$ cat src/rtl/core/sbc_pkg.sv
package sbc_pkg;

  localparam int WORD_W      = 32;
  localparam int BLOCK_WORDS = 16;
  localparam int CHAIN_WORDS = 8;
  localparam int NUM_ROUNDS  = 64;
  localparam int CNT_W       = $clog2(BLOCK_WORDS);
  localparam int ROUND_W     = $clog2(NUM_ROUNDS);
  localparam int IDX_W       = $clog2(CHAIN_WORDS);
  localparam int CFG_IDX_W   = 4;

  // Control from the sequencer to the datapath, one cycle at a time
  typedef struct packed {
    logic               load_iv;    // copy IV registers into the chaining value
    logic               shift_in;   // push one message word into the schedule window
    logic               init_work;  // copy chaining value into the working variables
    logic               round_en;   // run one compression round
    logic [ROUND_W-1:0] round_idx;  // round number for the constant table
    logic               finalize;   // add working variables into the chaining value
    logic               out_shift;  // advance the digest bank by one word
  } sbc_cmd_t;

  localparam logic [WORD_W-1:0] IV_RESET [CHAIN_WORDS] = '{
    32'h6a09e667, 32'hbb67ae85, 32'h3c6ef372, 32'ha54ff53a,
    32'h510e527f, 32'h9b05688c, 32'h1f83d9ab, 32'h5be0cd19
  };

  localparam logic [WORD_W-1:0] ROUND_K [NUM_ROUNDS] = '{
    32'h428a2f98, 32'h71374491, 32'hb5c0fbcf, 32'he9b5dba5,
    32'h3956c25b, 32'h59f111f1, 32'h923f82a4, 32'hab1c5ed5,
    32'hd807aa98, 32'h12835b01, 32'h243185be, 32'h550c7dc3,
    32'h72be5d74, 32'h80deb1fe, 32'h9bdc06a7, 32'hc19bf174,
    32'he49b69c1, 32'hefbe4786, 32'h0fc19dc6, 32'h240ca1cc,
    32'h2de92c6f, 32'h4a7484aa, 32'h5cb0a9dc, 32'h76f988da,
    32'h983e5152, 32'ha831c66d, 32'hb00327c8, 32'hbf597fc7,
    32'hc6e00bf3, 32'hd5a79147, 32'h06ca6351, 32'h14292967,
    32'h27b70a85, 32'h2e1b2138, 32'h4d2c6dfc, 32'h53380d13,
    32'h650a7354, 32'h766a0abb, 32'h81c2c92e, 32'h92722c85,
    32'ha2bfe8a1, 32'ha81a664b, 32'hc24b8b70, 32'hc76c51a3,
    32'hd192e819, 32'hd6990624, 32'hf40e3585, 32'h106aa070,
    32'h19a4c116, 32'h1e376c08, 32'h2748774c, 32'h34b0bcb5,
    32'h391c0cb3, 32'h4ed8aa4a, 32'h5b9cca4f, 32'h682e6ff3,
    32'h748f82ee, 32'h78a5636f, 32'h84c87814, 32'h8cc70208,
    32'h90befffa, 32'ha4506ceb, 32'hbef9a3f7, 32'hc67178f2
  };

endpackage

$ cat src/rtl/core/sbc_ctrl.sv
module sbc_ctrl (
  input  logic                     clk,
  input  logic                     rst_n,
  input  logic                     in_tvalid,
  output logic                     in_tready,
  input  logic                     in_new_msg,
  output logic                     out_tvalid,
  input  logic                     out_tready,
  output logic                     out_tlast,
  output logic [sbc_pkg::IDX_W-1:0] out_idx,
  output sbc_pkg::sbc_cmd_t        cmd
);

  localparam logic [1:0] ST_COLLECT = 2'd0;
  localparam logic [1:0] ST_ROUND   = 2'd1;
  localparam logic [1:0] ST_FINAL   = 2'd2;

  localparam logic [sbc_pkg::CNT_W-1:0]   CNT_LAST   = sbc_pkg::CNT_W'(sbc_pkg::BLOCK_WORDS - 1);
  localparam logic [sbc_pkg::ROUND_W-1:0] ROUND_LAST = sbc_pkg::ROUND_W'(sbc_pkg::NUM_ROUNDS - 1);
  localparam logic [sbc_pkg::IDX_W-1:0]   IDX_LAST   = sbc_pkg::IDX_W'(sbc_pkg::CHAIN_WORDS - 1);

  logic [1:0]                   state_r, state_nxt;
  logic [sbc_pkg::CNT_W-1:0]    cnt_r, cnt_nxt;
  logic [sbc_pkg::ROUND_W-1:0]  rnd_r, rnd_nxt;
  logic                         ovld_r, ovld_nxt;
  logic [sbc_pkg::IDX_W-1:0]    oidx_r, oidx_nxt;
  logic                         in_fire, out_fire, last_word;

  // Hold off the closing word of a block until the previous digest has drained
  assign last_word = (cnt_r == CNT_LAST);
  assign in_tready = (state_r == ST_COLLECT) && !(last_word && ovld_r);
  assign in_fire   = in_tvalid && in_tready;
  assign out_fire  = ovld_r && out_tready;

  assign out_tvalid = ovld_r;
  assign out_idx    = oidx_r;
  assign out_tlast  = (oidx_r == IDX_LAST);

  always_comb begin
    state_nxt = state_r;
    cnt_nxt   = cnt_r;
    rnd_nxt   = rnd_r;
    ovld_nxt  = ovld_r;
    oidx_nxt  = oidx_r;

    if (out_fire) begin
      oidx_nxt = oidx_r + 1'b1;
      if (oidx_r == IDX_LAST) begin
        ovld_nxt = 1'b0;
      end
    end

    unique case (state_r)
      ST_COLLECT: begin
        if (in_fire) begin
          cnt_nxt = cnt_r + 1'b1;
          if (last_word) begin
            state_nxt = ST_ROUND;
            rnd_nxt   = '0;
          end
        end
      end
      ST_ROUND: begin
        rnd_nxt = rnd_r + 1'b1;
        if (rnd_r == ROUND_LAST) begin
          state_nxt = ST_FINAL;
        end
      end
      ST_FINAL: begin
        state_nxt = ST_COLLECT;
        ovld_nxt  = 1'b1;
        oidx_nxt  = '0;
      end
      default: begin
        state_nxt = ST_COLLECT;
      end
    endcase
  end

  always_comb begin
    cmd           = '0;
    cmd.load_iv   = in_fire && (cnt_r == '0) && in_new_msg;
    cmd.shift_in  = in_fire;
    cmd.init_work = in_fire && last_word;
    cmd.round_en  = (state_r == ST_ROUND);
    cmd.round_idx = rnd_r;
    cmd.finalize  = (state_r == ST_FINAL);
    cmd.out_shift = out_fire;
  end

  always_ff @(posedge clk) begin
    if (!rst_n) begin
      state_r <= ST_COLLECT;
      cnt_r   <= '0;
      rnd_r   <= '0;
      ovld_r  <= 1'b0;
      oidx_r  <= '0;
    end else begin
      state_r <= state_nxt;
      cnt_r   <= cnt_nxt;
      rnd_r   <= rnd_nxt;
      ovld_r  <= ovld_nxt;
      oidx_r  <= oidx_nxt;
    end
  end

  a_bank_free_on_finalize: assert property (@(posedge clk) disable iff (!rst_n)
    cmd.finalize |-> !ovld_r)
    else $error("digest bank overwritten before it drained");

  a_block_starts_rounds: assert property (@(posedge clk) disable iff (!rst_n)
    (in_fire && last_word) |=> (state_r == ST_ROUND) && (rnd_r == '0))
    else $error("closing word did not start the round sequence");

  a_rounds_end_in_final: assert property (@(posedge clk) disable iff (!rst_n)
    (state_r == ST_ROUND && rnd_r == ROUND_LAST) |=> (state_r == ST_FINAL))
    else $error("round sequence did not end in the chaining add");

  a_digest_drains: assert property (@(posedge clk) disable iff (!rst_n)
    (out_fire && out_tlast) |=> !ovld_r)
    else $error("digest still valid after its last beat");

  a_count_wraps: assert property (@(posedge clk) disable iff (!rst_n)
    (in_fire && last_word) |=> (cnt_r == '0))
    else $error("word count did not wrap at the end of a block");

endmodule

$ cat src/rtl/core/sbc_dp.sv
module sbc_dp (
  input  logic                          clk,
  input  logic                          rst_n,
  input  sbc_pkg::sbc_cmd_t             cmd,
  input  logic [sbc_pkg::WORD_W-1:0]    msg_word,
  input  logic                          cfg_we,
  input  logic [sbc_pkg::IDX_W-1:0]     cfg_sel,
  input  logic [sbc_pkg::WORD_W-1:0]    cfg_word,
  output logic [sbc_pkg::WORD_W-1:0]    digest_word
);

  function automatic logic [31:0] big_sig0(input logic [31:0] x);
    big_sig0 = {x[1:0], x[31:2]} ^ {x[12:0], x[31:13]} ^ {x[21:0], x[31:22]};
  endfunction

  function automatic logic [31:0] big_sig1(input logic [31:0] x);
    big_sig1 = {x[5:0], x[31:6]} ^ {x[10:0], x[31:11]} ^ {x[24:0], x[31:25]};
  endfunction

  function automatic logic [31:0] small_sig0(input logic [31:0] x);
    small_sig0 = {x[6:0], x[31:7]} ^ {x[17:0], x[31:18]} ^ {3'b000, x[31:3]};
  endfunction

  function automatic logic [31:0] small_sig1(input logic [31:0] x);
    small_sig1 = {x[16:0], x[31:17]} ^ {x[18:0], x[31:19]} ^ {10'd0, x[31:10]};
  endfunction

  logic [sbc_pkg::WORD_W-1:0] iv_r    [sbc_pkg::CHAIN_WORDS];
  logic [sbc_pkg::WORD_W-1:0] chain_r [sbc_pkg::CHAIN_WORDS];
  logic [sbc_pkg::WORD_W-1:0] work_r  [sbc_pkg::CHAIN_WORDS];
  logic [sbc_pkg::WORD_W-1:0] sched_r [sbc_pkg::BLOCK_WORDS];
  logic [sbc_pkg::WORD_W-1:0] bank_r  [sbc_pkg::CHAIN_WORDS];
  logic [sbc_pkg::WORD_W-1:0] sum     [sbc_pkg::CHAIN_WORDS];

  logic [sbc_pkg::WORD_W-1:0] w_new, t1, t2, ch, maj, a_w, e_w;

  assign a_w = work_r[0];
  assign e_w = work_r[4];
  assign ch  = (e_w & work_r[5]) ^ (~e_w & work_r[6]);
  assign maj = (a_w & work_r[1]) ^ (a_w & work_r[2]) ^ (work_r[1] & work_r[2]);
  assign t1  = work_r[7] + big_sig1(e_w) + ch
               + sbc_pkg::ROUND_K[cmd.round_idx] + sched_r[0];
  assign t2  = big_sig0(a_w) + maj;

  // Next schedule word from the sliding window: W[t-16], W[t-15], W[t-7], W[t-2]
  assign w_new = sched_r[0] + small_sig0(sched_r[1]) + sched_r[9] + small_sig1(sched_r[14]);

  assign digest_word = bank_r[0];

  always_comb begin
    for (int i = 0; i < sbc_pkg::CHAIN_WORDS; i++) begin
      sum[i] = chain_r[i] + work_r[i];
    end
  end

  always_ff @(posedge clk) begin
    if (!rst_n) begin
      for (int i = 0; i < sbc_pkg::CHAIN_WORDS; i++) begin
        iv_r[i]    <= sbc_pkg::IV_RESET[i];
        chain_r[i] <= sbc_pkg::IV_RESET[i];
      end
    end else begin
      if (cfg_we) begin
        iv_r[cfg_sel] <= cfg_word;
      end
      if (cmd.load_iv) begin
        for (int i = 0; i < sbc_pkg::CHAIN_WORDS; i++) begin
          chain_r[i] <= iv_r[i];
        end
      end else if (cmd.finalize) begin
        for (int i = 0; i < sbc_pkg::CHAIN_WORDS; i++) begin
          chain_r[i] <= sum[i];
        end
      end
    end
  end

  always_ff @(posedge clk) begin
    if (cmd.shift_in || cmd.round_en) begin
      for (int i = 0; i < sbc_pkg::BLOCK_WORDS - 1; i++) begin
        sched_r[i] <= sched_r[i+1];
      end
      sched_r[sbc_pkg::BLOCK_WORDS-1] <= cmd.round_en ? w_new : msg_word;
    end

    if (cmd.init_work) begin
      for (int i = 0; i < sbc_pkg::CHAIN_WORDS; i++) begin
        work_r[i] <= chain_r[i];
      end
    end else if (cmd.round_en) begin
      work_r[7] <= work_r[6];
      work_r[6] <= work_r[5];
      work_r[5] <= work_r[4];
      work_r[4] <= work_r[3] + t1;
      work_r[3] <= work_r[2];
      work_r[2] <= work_r[1];
      work_r[1] <= work_r[0];
      work_r[0] <= t1 + t2;
    end

    if (cmd.finalize) begin
      for (int i = 0; i < sbc_pkg::CHAIN_WORDS; i++) begin
        bank_r[i] <= sum[i];
      end
    end else if (cmd.out_shift) begin
      for (int i = 0; i < sbc_pkg::CHAIN_WORDS - 1; i++) begin
        bank_r[i] <= bank_r[i+1];
      end
    end
  end

endmodule

$ cat src/rtl/core/sha256_block_compress_top.sv
// SHA-256 compression engine. Feed an already padded message as 32-bit words, most
// significant byte first, 16 beats per 512-bit block; set in_tuser on the first beat
// of a block to start a new message from the IV registers (ignored on other beats,
// and leaving it low on a first beat chains from the running hash). After the 16th
// beat the engine runs the 64 rounds through one round unit at one round per cycle,
// expanding the schedule in a 16-word sliding window alongside, then adds the
// working variables into the chaining value; no input word is accepted until
// that add is done. The eight digest words a..h then drain from a separate
// output bank (out_tuser = word index, out_tlast on h) while the next block's
// words are already accepted; only the 16th word of the next block waits until
// that digest is fully taken. The IV registers (cfg_index 0..7) reset to the
// SHA-256 initial value; load the SHA-224 value to get SHA-224 (all eight words
// still come out). Writes to index 8 and above are dropped.
// Write them only while the engine is idle.
module sha256_block_compress_top (
  input  logic                               clk,
  input  logic                               rst_n,
  // input stream
  input  logic                               in_tvalid,
  output logic                               in_tready,
  input  logic [31:0]                        in_tdata,   // [31:0] msg_word
  input  logic                               in_tuser,   // [0] new_message
  // digest stream
  output logic                               out_tvalid,
  input  logic                               out_tready,
  output logic [31:0]                        out_tdata,  // [31:0] digest_word
  output logic [2:0]                         out_tuser,  // [2:0] digest_index
  output logic                               out_tlast,  // digest_last
  // IV register writes
  input  logic                               cfg_valid,
  output logic                               cfg_ready,
  input  logic [sbc_pkg::CFG_IDX_W-1:0]      cfg_index,
  input  logic [31:0]                        cfg_data
);

  sbc_pkg::sbc_cmd_t             cmd;
  logic                          cfg_we;
  logic [sbc_pkg::IDX_W-1:0]     out_idx;

  // Take every register beat at once; only indexes inside the IV bank land
  assign cfg_ready = 1'b1;
  assign cfg_we    = cfg_valid && (cfg_index < sbc_pkg::CFG_IDX_W'(sbc_pkg::CHAIN_WORDS));
  assign out_tuser = out_idx;

  sbc_ctrl u_ctrl (
    .clk        (clk),
    .rst_n      (rst_n),
    .in_tvalid  (in_tvalid),
    .in_tready  (in_tready),
    .in_new_msg (in_tuser),
    .out_tvalid (out_tvalid),
    .out_tready (out_tready),
    .out_tlast  (out_tlast),
    .out_idx    (out_idx),
    .cmd        (cmd)
  );

  sbc_dp u_dp (
    .clk         (clk),
    .rst_n       (rst_n),
    .cmd         (cmd),
    .msg_word    (in_tdata),
    .cfg_we      (cfg_we),
    .cfg_sel     (cfg_index[sbc_pkg::IDX_W-1:0]),
    .cfg_word    (cfg_data),
    .digest_word (out_tdata)
  );

endmodule
$ cat config.mk
export PLATFORM = sky130hd
export DESIGN_NAME = sha256_block_compress_top
export DESIGN_NICKNAME = d
export VERILOG_FILES = /design/src/rtl/core/sbc_pkg.sv /design/src/rtl/core/sbc_ctrl.sv /design/src/rtl/core/sbc_dp.sv /design/src/rtl/core/sha256_block_compress_top.sv
export SDC_FILE = /design/constraint.sdc
export NUM_CORES = 2
export LEC_CHECK = 0
export ABC_AREA = 1
export ABC_CLOCK_PERIOD_IN_PS = 12400
export BUFFER_PORTS_ARGS = -buffer_cell sky130_fd_sc_hd__buf_2
export CAP_MARGIN = 20
export CORE_MARGIN = 3
export CORE_UTILIZATION = 35
export CTS_CLUSTER_SIZE = 16
export DETAILED_ROUTE_END_ITERATION = 7
export PLACE_DENSITY = 0.56
export RECOVER_POWER = 100
export SYNTH_ARGS = -nofsm -noshare
export SYNTH_HDL_FRONTEND = slang
export SYNTH_SLANG_ARGS = --single-unit
$ cat constraint.sdc
create_clock -name clk -period 12.4 [get_ports clk]
set_input_delay 1.24 -clock clk [delete_from_list [all_inputs] [get_ports clk]]
set_output_delay 1.24 -clock clk [all_outputs]
set_load 0.03 [all_outputs]
== Yosys cells after proc, flatten, opt, wreduce, memory -nomap -nowiden ==
Memory sizes are Yosys's and may differ from the RTL's.
Cells that the tools add are included.
Operators by class
  $add $sub $neg: 21
  order comparisons: 2
  equal/unequal tests: 8
  multiplexer cells: 69
  bitwise operators: 50
  reductions and logical operators: 21
Operator list (count)
  32-bit two-way mux: 35
  32-bit adder: 18
  32-bit XOR: 9
  32-bit AND: 5
  32-bit inverter: 1
  32-bit OR reduction: 1
  32-bit by 22-bit XOR with 32-bit output: 1
  32-bit by 29-bit XOR with 32-bit output: 1
  1-bit bitwise OR: 31
  1-bit two-way mux: 26
  6-bit two-way mux: 2
  6-bit case mux with 2 select lines: 1
  1-bit logical AND: 8
  7-bit >= comparator, second input constant: 1
  6-bit inverter with 7-bit output: 1
  6-bit by 1-bit adder with 6-bit output, second input constant: 1
  6-bit == test, second input constant: 1
  2-bit two-way mux: 3
  3-bit AND reduction: 2
  2-bit nonzero test: 3
  4-bit by 1-bit adder with 4-bit output, second input constant: 1
  4-bit == test, second input constant: 1
  4-bit logical NOT: 1
  4-bit less-than comparator, second input constant: 1
  14 further kinds: 16
Word-level totals
  register bits after elaboration: 16
  RAM bits: 1536
  memory bits (read-only): 2048
  bits of input ports: 74
  memories kept: 6
Memory list
  (name not given): depth 64, bits a word 32, rd ports 1, clocked after Yosys merged registers in 0, wr ports 0, RTL line sbc_dp.sv:42  | + sbc_pkg::ROUND_K[cmd.round_idx] + sched_r[0];
  u_dp.sched_r: depth 16, bits a word 32, rd ports 16, clocked after Yosys merged registers in 0, wr ports 16, RTL line sbc_dp.sv:31  | logic [sbc_pkg::WORD_W-1:0] sched_r [sbc_pkg::BLOCK_WORDS];
  u_dp.bank_r: depth 8, bits a word 32, rd ports 8, clocked after Yosys merged registers in 0, wr ports 8, RTL line sbc_dp.sv:32  | logic [sbc_pkg::WORD_W-1:0] bank_r [sbc_pkg::CHAIN_WORDS];
  u_dp.chain_r: depth 8, bits a word 32, rd ports 8, clocked after Yosys merged registers in 0, wr ports 8, RTL line sbc_dp.sv:29  | logic [sbc_pkg::WORD_W-1:0] chain_r [sbc_pkg::CHAIN_WORDS];
  u_dp.iv_r: depth 8, bits a word 32, rd ports 8, clocked after Yosys merged registers in 0, wr ports 8, RTL line sbc_dp.sv:28  | logic [sbc_pkg::WORD_W-1:0] iv_r [sbc_pkg::CHAIN_WORDS];
  u_dp.work_r: depth 8, bits a word 32, rd ports 8, clocked after Yosys merged registers in 0, wr ports 8, RTL line sbc_dp.sv:30  | logic [sbc_pkg::WORD_W-1:0] work_r [sbc_pkg::CHAIN_WORDS];

== Longest topological paths before layout ==
  depth after elaboration: 12
  gate-level depth with buffers: 44

== Modules after synthesis ==
From an unflattened synthesis, not the netlist that was laid out.
Unflattened totals
  cells, all modules: 9483
  area, all modules: 90081.4 µm²
Modules (own cells, without submodules)
  sbc_dp: times used 1, cells an instance 9357, area an instance 89170.5 µm², seq. area each 46124.2 µm²
  sbc_ctrl: times used 1, cells an instance 122, area an instance 889.6 µm², seq. area each 320.3 µm²
  sha256_block_compress_top: times used 1, cells an instance 4, area an instance 21.3 µm², seq. area each 0.0 µm²

== Least setup slack after synthesis ==
No wires, ideal clock.
  kind: input -> register
  start point: input port in_tvalid
  end point: memory u_dp.sched_r[0][0] (netlist bit), enable pin
  setup time: 3.655 ns
  arrival time: 9.567 ns
  path slack: -0.822 ns
  stages on the path: 2
  cells stage by stage: nand2_4 nand2_1
RTL lines
  start, declared: RTL line sha256_block_compress_top.sv:19  | input logic in_tvalid,
  end, declared: RTL line sbc_dp.sv:31

==> results.toml <==
[clock_tree]
htree_levels = 4
holdBufCountCts = 0
cts_buffer_depth = 3
post_cts_resized = 0
cts_root_buffer = "clkbuf_16"
postCtsSetupBuffers = 0
cts_sinks = 1552
cts_tree = "done"
clk_latency_ps = 870
cts_made_buffers = 175
clkTransAtPathRegs_ps = 60

[outcome]
status = "finished with violations"
violations = "capacitance limit, slew limit"

[logic_synthesis]
yosysTopAreaCell = "edfxtp_1"
yosysTopAreaCellShare_pct = 50.5
synth_flop_cell = "edfxtp_1"
ys_seq_area_share_pct = 50.8
synth_edf_count = 1536
netlist_instances = 9855
syn_avg_cell_area_um2 = 9.28
netlist_top_cells_count = "nand2_1 (2548), edfxtp_1 (1536), inv_1 (1146), nor2_1 (747), o21ai_0 (609)"
synth_most_common_cell = "nand2_1"
ys_async_sr_fraction_pct = 0
synth_fp_nets = 10500
synth_area_um2 = 91400
yosysUniqueCellTypes = 77
ys_warn_count = 0
synthTopCellsByArea = "edfxtp_1 (50%), nand2_1 (10%), ha_1 (5.4%), inv_1 (4.7%), fa_1 (4.3%)"
yosys_register_bits = 1552

[cells_and_area]
fillers = 26100
num-nets-final = 10600
area_growth_syn_to_layout_pct = 10.6
final_core_util_pct = 39.1
final_cell_area_um2 = 101000
drive_gt1_share_pct = 5.17

[global_route]
grt_max_degree = 213
grt_usage_pct = 29.4
antenna_found_initial = 35
grt_pass1_wl_um = 553000
grt_pass1_vias = 71500
overflow = 0

[critical_path]
r2r_cells = 11
worstReg2RegEnd = "u_dp.chain_r[0][29]$_DFFE_PP_"
reg2reg_slack_ps = 1710
worstSetupStartpointType = "flop"
critPathKind = "flop to flop"
path_max_fanout = 109
reg2reg_from = "u_ctrl.state_r[1]$_SDFFE_PN0P_"
arrival_ps = 11250
required_ps = 12970
end_kind = "flop"

[detailed_routing]
first_pass_iters = 6
drtAntennaViolNets = 0
via_per_inst = 5.57
route.detailed.drc = 0
wl_per_cell_um = 29.9
drt_iter0_markers = 9930
dr_total_vias = 75200
wl_um = 404000

[sta]
period_needed_ps = 10690
clock.fmax_ghz = 0.0936
hold_slack_ps = 387
skew_ps = 75.9
rsz0062_at_grt = "false"
final.period_utilization_pct = 86.2
drv_slew = 2270
finalSetupViolCount = 0
finalSetupTns_ps = 0
tightest_slew_ps = 4860
hold_violations = 0
max_slew_margin_pct = -224

[place]
hpwlAfterDp_um = 309000
gp_congestion = 1.03
numPortBuffers = 111
placed_area_um2 = 95800

[floorplan]
die_h_um = 517
rows = 186
core-area_um2 = 258000
dieArea_um2 = 267000
ios = 113
start_util_pct = 35.4
dieWidth_um = 517

[pwr]
report.power.total_mw = 13.9
powerDensity_nw_per_um2 = 137
ir_worst_vdd_mv = 0.125
leakagePower_nw = 41.0

[hold_path]
hold_end = "u_dp.sched_r[4][17]$_DFFE_PP_"
hold-path-cell-count = 0
hold_path.class = "flop to flop"
hold_start = "u_dp.sched_r[5][17]$_DFFE_PP_"

[job]
drv_cap = 48
[critical path, cell delays in order, from the launching register on]
cell and delay, ps:
dfxtp_1 350, inv_1 70, nor2_4 70, clkbuf_1 1480, inv_1 660, clkbuf_1 1010, nor2_1 2250, clkbuf_2 2590
buf_4 950, nand2_1 180, o21ai_0 250, inv_1 90
[sequential cells by signal, indices dropped and copies added (netlist names)]
name / cells
u_dp.sched_r: 512
u_dp.bank_r: 256
u_dp.chain_r: 256
u_dp.iv_r: 256
u_dp.work_r: 256
u_ctrl.rnd_r: 6
u_ctrl.cnt_r: 4
u_ctrl.out_idx: 3
u_ctrl.state_r: 2
u_ctrl.out_tvalid: 1
[cell families (layout without fill, tap and decap cells)]
kind of cell | after synthesis | count (layout) | synth area share [%]
and+or+nand+nor | 4202 | 4202 | 19.0
DFF | 1552 | 1552 | 50.8
other | 1 | 18 | 0.00410
buffers and inverters | 1475 | 1713 | 6.38
xor gates and xnor gates | 412 | 412 | 3.95
adders and majority gates | 590 | 590 | 9.67
AOI/OAI and AO/OA | 1623 | 1623 | 10.1
[where the power goes]
group	switching [mW]	leakage (nW)	internal [mW]	total [mW]
logic	1.79	23.7	0.765	2.56
registers	0.132	14.5	5.99	6.12
clock network	2.31	2.72	2.90	5.20
total	4.23	41.0	9.65	13.9
[worst max path at each step]
stage	start	endpoint	slack (ps)	depth (start not counted)
final	u_ctrl.state_r[1]$_SDFFE_PN0P_	u_dp.chain_r[0][29]$_DFFE_PP_	1710	11
after floorplan	in_tvalid	u_dp.sched_r[0][0]$_DFFE_PP_	4330	2
after global placement	u_ctrl.rnd_r[2]$_SDFFE_PN0P_	u_dp.work_r[0][31]$_DFFE_PP_	2930	31
after CTS	u_ctrl.rnd_r[1]$_SDFFE_PN0P_	u_dp.work_r[0][31]$_DFFE_PP_	3180	33
after global routing	u_ctrl.state_r[1]$_SDFFE_PN0P_	u_dp.chain_r[1][117]$_DFFE_PP_	1450	8
after detailed placement	u_ctrl.rnd_r[1]$_SDFFE_PN0P_	u_dp.work_r[0][31]$_DFFE_PP_	3190	33
[routing by layer]
| layer | part of all wire (%) | track usage (%) | vias up |
|---|---|---|---|
| met1 | 43 | 41.5 | 37100 |
| li1 | - | - | 33500 |
| met4 | 3.8 | 9.93 | 34 |
| met5 | 0.059 | 0 | - |
| met3 | 11 | 8.25 | 623 |
| met2 | 42 | 43.3 | 3940 |
[per-stage QoR]
step / setup WS, ps / instances
global placement: 2930 / 13200
CTS: 3180 / 13500
global route: 1450 / 13500
floorplan: 4330 / 9855
finish: 1710 / 13500
detailed placement: 3190 / 13200
[placed cells by master (no fill, tap or decap), drive strengths merged, types with 15 or more instances in the layout]
cell	synthesis	layout
ha	394	394
o211ai	47	47
inv	1166	1167
nand3b	40	40
a22o	22	22
clkinv	2	84
a21o	49	49
fa	195	195
o21bai	64	64
nor2	761	761
edfxtp	1536	1536
o21ai	689	689
nor3	75	75
a21oi	524	524
nand2	2557	2557
dfxtp	16	16
xor2	223	223
xnor2	189	189
nand4	94	94
o221ai	15	15
a31oi	65	65
diode	0	17
clkbuf	163	288
or2	70	70
o22ai	34	34
buf	144	149
o21a	45	45
nand3	574	574
[layout make-up]
| type | instances | area (um2) | share of cell area [%] |
|---|---|---|---|
| Clock inverter | 108 | 1130 | 1.12 |
| Clock buffer | 204 | 4510 | 4.46 |
| Inverter | 1168 | 4390 | 4.34 |
| Tap cell | 3384 | 4230 | 4.19 |
| Antenna cell | 17 | 42.5 | 0.0421 |
| Multi-Input combinational cell | 6828 | 39100 | 38.6 |
| Timing Repair Buffer | 233 | 1300 | 1.28 |
| Sequential cell | 1552 | 46400 | 45.9 |
Note: power is estimated with default switching activity, not from simulation.
